--- src/rtl/stit_pkg.sv ---
// Shared types and constants for the session table with idle timeout.
// No dependencies; imported by every module of the block.
`timescale 1ns / 1ps

package stit_pkg;

  // Fixed field widths
  localparam int KEY_W    = 50;
  localparam int OP_W     = 3;
  localparam int STATUS_W = 3;
  localparam int COUNT_W  = 6;
  localparam int TMO_W    = 16;

  // Register map: one register, picked by the word-address bit
  localparam logic REG_IDLE_TIMEOUT = 1'b0;
  localparam logic [TMO_W-1:0] IDLE_TIMEOUT_RST = 16'd60;

  // Operation codes
  typedef enum logic [OP_W-1:0] {
    OP_TICK   = 3'd0,
    OP_CREATE = 3'd1,
    OP_EXISTS = 3'd2,
    OP_REMOVE = 3'd3,
    OP_SWEEP  = 3'd4
  } op_t;

  // Result status codes
  typedef enum logic [STATUS_W-1:0] {
    STAT_OK        = 3'd0,
    STAT_PRESENT   = 3'd1,
    STAT_NOT_FOUND = 3'd2,
    STAT_FULL      = 3'd3,
    STAT_DISABLED  = 3'd4
  } status_t;

  // Sequencer states
  typedef enum logic [1:0] {
    S_IDLE,
    S_SCAN,
    S_RESULT
  } state_t;

  // Enables into the slot store
  typedef struct packed {
    logic rd_en;
    logic wr_en;
  } stit_mem_ctl_t;

  // Actions decided by the sequencer in one cycle
  typedef struct packed {
    logic    emit;
    logic    emit_last;
    logic    emit_removed;
    logic    emit_present;
    status_t emit_status;
    logic    clr_slot;
    logic    set_slot;
    logic    advance;
  } stit_act_t;

endpackage

--- src/rtl/stit_store.sv ---
// Slot store: key and time stamp memories, one write port, one registered read port.
// Depends on stit_pkg for the key width and the enable struct.
`timescale 1ns / 1ps

module stit_store import stit_pkg::*; #(
  parameter int DEPTH   = 32,
  parameter int STAMP_W = 32
) (
  input  logic                     clk,
  input  stit_mem_ctl_t            ctl,
  input  logic [$clog2(DEPTH)-1:0] wr_addr,
  input  logic [KEY_W-1:0]         wr_key,
  input  logic [STAMP_W-1:0]       wr_stamp,
  input  logic [$clog2(DEPTH)-1:0] rd_addr,
  output logic [KEY_W-1:0]         rd_key,
  output logic [STAMP_W-1:0]       rd_stamp
);

  logic [KEY_W-1:0]   key_mem   [DEPTH];
  logic [STAMP_W-1:0] stamp_mem [DEPTH];

  // Write a new session
  always_ff @(posedge clk) begin
    if (ctl.wr_en) begin
      key_mem[wr_addr]   <= wr_key;
      stamp_mem[wr_addr] <= wr_stamp;
    end
  end

  // Read one slot; hold the data while the scan stalls
  always_ff @(posedge clk) begin
    if (ctl.rd_en) begin
      rd_key   <= key_mem[rd_addr];
      rd_stamp <= stamp_mem[rd_addr];
    end
  end

endmodule

--- src/rtl/session_table_idle_timeout.sv ---
// Session table with idle timeout: top level, sequencer and result register.
// Depends on stit_pkg and stit_store.
//
//   channel  handshake            payload
//   req      req_valid/req_ready  op, subscriber_key
//   rsp      rsp_valid/rsp_ready  status, removed_key, removed_valid, present,
//                                 session_count, last
//   cfg      APB write/read       idle_timeout at byte address 0
//
// Tick, unknown ops and a sweep with timeout zero go straight to the result state, with no scan.
// Create, exists, remove and sweep scan the slot memory one slot per cycle
// through its single read port; create, exists and remove stop early on a hit.
// Each removed key of a sweep is one extra result; the scan stalls in place
// while the result register is not taken. req_ready is high only when idle.
// Reset clears the valid bits, time and count and reloads the timeout with 60;
// no clearing pass.
`timescale 1ns / 1ps

module session_table_idle_timeout import stit_pkg::*; #(
  parameter int TABLE_SLOTS = 32,
  parameter int TIME_BITS   = 32
) (
  input  logic                clk,
  input  logic                rst,
  // request channel
  input  logic                req_valid,
  output logic                req_ready,
  input  logic [OP_W-1:0]     op,
  input  logic [KEY_W-1:0]    subscriber_key,
  // response channel
  output logic                rsp_valid,
  input  logic                rsp_ready,
  output logic [STATUS_W-1:0] status,
  output logic [KEY_W-1:0]    removed_key,
  output logic                removed_valid,
  output logic                present,
  output logic [COUNT_W-1:0]  session_count,
  output logic                last,
  // configuration port
  input  logic                psel,
  input  logic                penable,
  input  logic                pwrite,
  input  logic [2:0]          paddr,
  input  logic [31:0]         pwdata,
  output logic [31:0]         prdata,
  output logic                pready
);

  localparam int SLOT_W = $clog2(TABLE_SLOTS);
  localparam int CNT_W  = $clog2(TABLE_SLOTS + 1);

  state_t                 state, state_next;
  stit_act_t              act;
  stit_mem_ctl_t          mem_ctl;

  logic [TMO_W-1:0]       idle_timeout;
  logic [TIME_BITS-1:0]   cur_time;
  logic [COUNT_W-1:0]     live_count;
  logic [COUNT_W-1:0]     count_out;
  logic [TABLE_SLOTS-1:0] slot_valid;

  logic [OP_W-1:0]        op_q;
  logic [KEY_W-1:0]       key_q;
  status_t                res_status;

  logic [CNT_W-1:0]       idx;
  logic                   p_live;
  logic [SLOT_W-1:0]      p_slot;
  logic                   free_found;
  logic [SLOT_W-1:0]      free_slot;

  logic [KEY_W-1:0]       rd_key;
  logic [TIME_BITS-1:0]   rd_stamp;
  logic [TIME_BITS-1:0]   age;

  logic accept, out_free, scan_done, issue;
  logic slot_live, slot_match, slot_expired, is_sweep;
  logic want;

  assign accept    = req_valid && req_ready;
  assign req_ready = (state == S_IDLE);
  assign out_free  = !rsp_valid || rsp_ready;
  assign scan_done = (idx == CNT_W'(TABLE_SLOTS));
  assign issue     = !scan_done;
  assign is_sweep  = (op_q == OP_SWEEP);

  // Shared compare unit: key match and age check on the slot in the read register
  assign slot_live    = p_live && slot_valid[p_slot];
  assign age          = cur_time - rd_stamp;
  assign slot_match   = slot_live && !is_sweep && (rd_key == key_q);
  assign slot_expired = slot_live && is_sweep && (age > TIME_BITS'(idle_timeout));

  // Next state and per-cycle actions
  always_comb begin
    state_next      = state;
    act             = '0;
    act.emit_status = STAT_OK;
    want            = 1'b0;
    unique case (state)
      S_IDLE: begin
        if (req_valid) begin
          case (op) inside
            OP_CREATE, OP_EXISTS, OP_REMOVE: state_next = S_SCAN;
            OP_SWEEP: state_next = (idle_timeout == '0) ? S_RESULT : S_SCAN;
            default: state_next = S_RESULT;
          endcase
        end
      end
      S_SCAN: begin
        if (slot_match) begin
          want          = 1'b1;
          act.emit_last = 1'b1;
          case (op_q)
            OP_CREATE: act.emit_status = STAT_PRESENT;
            OP_EXISTS: act.emit_present = 1'b1;
            default: begin
              act.emit_removed = 1'b1;
              act.clr_slot     = out_free;
            end
          endcase
          if (out_free) begin
            state_next = S_IDLE;
          end
        end else if (slot_expired) begin
          want             = 1'b1;
          act.emit_removed = 1'b1;
          act.clr_slot     = out_free;
        end else if (!p_live && scan_done) begin
          want          = 1'b1;
          act.emit_last = 1'b1;
          case (op_q)
            OP_CREATE: begin
              act.emit_status = free_found ? STAT_OK : STAT_FULL;
              act.set_slot    = free_found && out_free;
            end
            OP_REMOVE: act.emit_status = STAT_NOT_FOUND;
            default: act.emit_status = STAT_OK;
          endcase
          if (out_free) begin
            state_next = S_IDLE;
          end
        end
        act.advance = !want || out_free;
      end
      S_RESULT: begin
        want            = 1'b1;
        act.emit_last   = 1'b1;
        act.emit_status = res_status;
        if (out_free) begin
          state_next = S_IDLE;
        end
      end
      default: state_next = S_IDLE;
    endcase
    act.emit = want && out_free;
  end

  // Count after this result
  always_comb begin
    count_out = live_count;
    if (act.clr_slot) begin
      count_out = live_count - COUNT_W'(1);
    end else if (act.set_slot) begin
      count_out = live_count + COUNT_W'(1);
    end
  end

  assign mem_ctl.rd_en = (state == S_SCAN) && act.advance && issue;
  assign mem_ctl.wr_en = act.set_slot;

  stit_store #(
    .DEPTH   (TABLE_SLOTS),
    .STAMP_W (TIME_BITS)
  ) u_store (
    .clk      (clk),
    .ctl      (mem_ctl),
    .wr_addr  (free_slot),
    .wr_key   (key_q),
    .wr_stamp (cur_time),
    .rd_addr  (idx[SLOT_W-1:0]),
    .rd_key   (rd_key),
    .rd_stamp (rd_stamp)
  );

  // State register
  always_ff @(posedge clk) begin
    if (rst) begin
      state <= S_IDLE;
    end else begin
      state <= state_next;
    end
  end

  // Table control state: time, count, valid bits
  always_ff @(posedge clk) begin
    if (rst) begin
      cur_time   <= '0;
      live_count <= '0;
      slot_valid <= '0;
    end else begin
      if (accept && op == OP_TICK) begin
        cur_time <= cur_time + TIME_BITS'(1);
      end
      live_count <= count_out;
      if (act.clr_slot) begin
        slot_valid[p_slot] <= 1'b0;
      end
      if (act.set_slot) begin
        slot_valid[free_slot] <= 1'b1;
      end
    end
  end

  // Scan pipeline control
  always_ff @(posedge clk) begin
    if (rst) begin
      idx        <= '0;
      p_live     <= 1'b0;
      free_found <= 1'b0;
    end else if (accept) begin
      idx        <= '0;
      p_live     <= 1'b0;
      free_found <= 1'b0;
    end else if (state == S_SCAN && act.advance) begin
      if (p_live && !slot_valid[p_slot] && !free_found) begin
        free_found <= 1'b1;
      end
      p_live <= issue;
      if (issue) begin
        idx <= idx + CNT_W'(1);
      end
    end
  end

  // Scan pipeline payload
  always_ff @(posedge clk) begin
    if (accept) begin
      op_q       <= op;
      key_q      <= subscriber_key;
      res_status <= (op == OP_SWEEP) ? STAT_DISABLED : STAT_OK;
    end
    if (state == S_SCAN && act.advance) begin
      if (p_live && !slot_valid[p_slot] && !free_found) begin
        free_slot <= p_slot;
      end
      if (issue) begin
        p_slot <= idx[SLOT_W-1:0];
      end
    end
  end

  // Result register: valid flag
  always_ff @(posedge clk) begin
    if (rst) begin
      rsp_valid <= 1'b0;
    end else if (act.emit) begin
      rsp_valid <= 1'b1;
    end else if (rsp_ready) begin
      rsp_valid <= 1'b0;
    end
  end

  // Result register: payload
  always_ff @(posedge clk) begin
    if (act.emit) begin
      status        <= act.emit_status;
      removed_key   <= act.emit_removed ? rd_key : '0;
      removed_valid <= act.emit_removed;
      present       <= act.emit_present;
      session_count <= count_out;
      last          <= act.emit_last;
    end
  end

  // Configuration register
  always_ff @(posedge clk) begin
    if (rst) begin
      idle_timeout <= IDLE_TIMEOUT_RST;
    end else if (psel && penable && pwrite && paddr[2] == REG_IDLE_TIMEOUT) begin
      idle_timeout <= pwdata[TMO_W-1:0];
    end
  end

  assign pready = 1'b1;
  assign prdata = (paddr[2] == REG_IDLE_TIMEOUT) ? {16'd0, idle_timeout} : 32'd0;

endmodule

--- config.mk ---
export PLATFORM = sky130hd
export DESIGN_NAME = session_table_idle_timeout
export DESIGN_NICKNAME = d
export VERILOG_FILES = /design/src/rtl/stit_pkg.sv /design/src/rtl/stit_store.sv /design/src/rtl/session_table_idle_timeout.sv
export SDC_FILE = /design/constraint.sdc
export NUM_CORES = 2
export LEC_CHECK = 0
export BUFFER_PORTS_ARGS = -buffer_cell sky130_fd_sc_hd__buf_2
export CORE_ASPECT_RATIO = 0.6
export CORE_MARGIN = 5
export CORE_UTILIZATION = 45
export DETAILED_ROUTE_END_ITERATION = 16
export PLACE_DENSITY_LB_ADDON = 0.1
export SETUP_SLACK_MARGIN = 0.05
export SYNTH_ARGS = -nofsm -noshare
export SYNTH_HDL_FRONTEND = slang
export SYNTH_SLANG_ARGS = --single-unit
--- constraint.sdc ---
create_clock -name clk -period 10.97 [get_ports clk]
set_clock_uncertainty 0.05 [all_clocks]
set_input_delay 1.6455 -clock clk [delete_from_list [all_inputs] [get_ports clk]]
set_output_delay 1.6455 -clock clk [all_outputs]
set_load 0.05 [all_outputs]
==> impl_metrics.yaml <==
finish:
  final_core_util_pct: 50.6
  drive_gt1_share_pct: 28.8
  fin_nets: 5589
  final_area_um2: 128000
  syn_to_final_growth_pct: 12.3
  fill_cells: 19900
  multi_input_area_um2: 25800
  seq_area_um2: 87000
  finalNonFillerCells: 9056
floorplan:
  core_um2: 252000
  start_util_pct: 45.1
  io_pins: 192
  die_y_um: 400
  rows: 143
  fp.dieW_um: 659
  die_area_um2: 263000
synth:
  yosys_register_bits: 2929
  synth_cell_types: 74
  yosys-top-cells-count: "edfxtp_1 (2832), mux4_2 (828), clkbuf_1 (170), nor2_1 (156), dfxtp_1 (97)"
  synth_most_common_cell: "edfxtp_1"
  synth.top_cell.area_share_pct: 74.7
  synthCells: 5087
  synthArstFlopShare_pct: 0
  synth_ff_type: "edfxtp_1"
  synth_edf_count: 2832
  syn_avg_cell_area_um2: 22.4
  yosys_warnings: 0
  netlist_area_um2: 114000
  synth_seq_area_share_pct: 76.4
  synth_top_cell_by_area: "edfxtp_1"
  yosys-top-cells-area: "edfxtp_1 (75%), mux4_2 (16%), dfxtp_1 (1.7%)"
sta:
  max_slew_margin_pct: 14.3
  finalSetupTns_ns: 0
  drv_slew: 0
  setup_ws_ns: 3.60
  fmax_mhz: 136
  fin_crit_ns: 7.37
  setup-violations-final: 0
  hold_viol: 0
  finalCritPeriodShare_pct: 67.2
  worstMarginPinSlew_ns: 1.28
  rsz0062_at_grt: "false"
worst_setup_path:
  required_ns: 11.38
  critPathKind: "reg2reg"
  startpoint: "cur_time[3]"
  end_kind: "flip-flop"
  cpLargestDelayFamily: "simple AND/OR/NAND/NOR gates"
  reg2reg_from: "cur_time[3]"
  crit_buf_inv: 1
  cp.arrival_ns: 7.78
  crit_chain: "ha_1, a31oi_2, nand2_1, a31oi_1, o21ai_0, a21oi_1, xnor2_1, ha_1, nand4_1, nor4_1, nand4_1, o31a_1, nor4b_1, o2111ai_1, and4bb_1, nand2_2, a31o_1, nor2_4, buf_12"
  cp_max_fo: 76
  cp-start-kind: "flip-flop"
  crit_path_top_delay_cell: "dfxtp_1"
  crit_path_max_incr_delay_ns: 1.12
clock_network:
  post-cts-setup-buffer-count: 0
  ctsRootBufferMaster: "clkbuf_16"
  h-tree-depth: 5
  cts_tree: "yes"
  clk_pin_slew_ns: 0.07
  cts_buffer_depth: 4
  cts_hold_buffers: 0
  cts_resized: 0
  cts_buffers: 280
  worst_skew_pair.late_latency_ns: 0.86
  clock-sinks: 2929
pwr:
  p_per_area_nw_per_um2: 172
  p_leak_nw: 41.6
  irDropWorstVdd_mv: 0.105
placement:
  hpwl_um: 161000
  place_ws_ns: 3.60
  place_congestion: 0.818
  port_buffers: 156
  placed_area_um2: 120000
  dp.cells: 8563
global_route:
  antenna_found_initial: 15
  first_global_vias: 54300
  grt_use_total_pct: 23.7
  grt_pass1_wl_um: 439000
  grt_max_degree: 143
  gr-total-overflow: 0
drt:
  routed-via-count: 55300
  wirelength_um: 313000
  drtPass1Iterations: 6
  drc_errors: 0
  dr.first_iter.drc_count: 6673
  final_antenna_net_count: 0
  vias_per_cell: 6.11
  wire_per_inst_um: 34.6
hold_path:
  min_from: "idle_timeout[12]"
  hp-class: "reg2reg"
flow_run:
  max_cap_viol_count: 0
run_status:
  outcome: "completed"
## metal layers
| metal | share of wire (%) | wire, µm | up-vias | GRT usage, % |
|---|---|---|---|---|
| met5 | 0 | 0 | - | 0 |
| met4 | 1.8 | 5650 | 0 | 4.53 |
| met3 | 7.3 | 22900 | 390 | 3.97 |
| met2 | 44 | 138000 | 2185 | 34.2 |
| met1 | 47 | 147000 | 30700 | 38.2 |
| li1 | - | - | 22100 | - |
## layout by cell type (no fill, tap or decap), types with 22 or more instances in the layout
master and instances:
edfxtp_1 2832, buf_4 142, mux2_2 82, nor4_1 23, and3_1 22, nand4_1 28
nor3_1 44, clkbuf_16 287, clkinv_2 28, clkbuf_1 67, inv_1 64, nor2_1 124
buf_2 155, and3b_1 33, ha_1 55, xor2_1 73, o21ai_0 32, clkinv_1 72
and2_1 58, nor2_4 32, mux4_2 828, a21oi_1 72, dfxtp_1 92, nand2_1 82
nand3_1 26, xnor2_1 27
## layout make-up
type                            count  share of cell area (%)
Multi-Input combinational cell   1847                    20.2
Clock buffer                      357                    5.85
Antenna cell                        8                  0.0157
Sequential cell                  2929                    68.0
Timing Repair Buffer              313                    1.69
Inverter                           67                   0.206
Clock inverter                    128                   0.660
Tap cell                         3407                    3.33
## per-stage QoR
stage	power [mW]	hold slack (ns)
global route	22.7	0.446
finish	22.0	0.426
detailed placement	13.1	0.412
global placement	13.1	0.408
floorplan	12.9	0.356
CTS	22.2	0.420
## cells by family after synthesis
| group | count (synthesis) | share of synthesized area [%] |
|---|---|---|
| buf+inv | 326 | 1.15 |
| simple gates | 546 | 2.55 |
| compound gates | 212 | 1.23 |
| flops | 2929 | 76.4 |
| other cells | 2 | 0.00660 |
| fa+ha+maj | 56 | 0.622 |
| xor+xnor | 100 | 0.769 |
| mux | 916 | 17.2 |
## tightest hold or removal path: cells and delay by family, from the launching register on
family	cells	cell delay [ns]
AO/OA/AOI/OAI	1	0.05
flip-flops	1	0.32
AND/OR/NAND/NOR	1	0.06
## report_power, final
group          internal, mW  switching (mW)  leakage (nW)  total (mW)
Clock                  5.01            4.13          4.05        9.14
Combinational         0.165           0.311          8.83       0.476
Sequential             12.3          0.0966          28.7        12.4
Total                  17.4            4.53          41.6        22.0
## path summary, 6_finish.rpt
| check | depth (start not counted) | to | slack, ns |
|---|---|---|---|
| setup / recovery | 19 | u_store.rd_key[0] | 3.60 |
| hold / removal | 2 | idle_timeout[12] | 0.43 |
| setup reg to reg | 19 | u_store.rd_key[0] | 3.60 |
| hold reg to reg | 2 | idle_timeout[12] | 0.43 |
## state kept, by name, summed over array words and instances (netlist names), 2 cells and up
register           cells
removed_key           50
op_q                   3
u_store.rd_key        50
p_slot                 5
free_slot              5
state                  2
u_store.key_mem     1600
slot_valid            32
session_count          6
u_store.rd_stamp      32
idle_timeout          16
key_q                 50
status                 3
idx                    6
live_count             6
u_store.stamp_mem   1024
cur_time              32
Note: power is estimated with default switching activity, not from simulation.
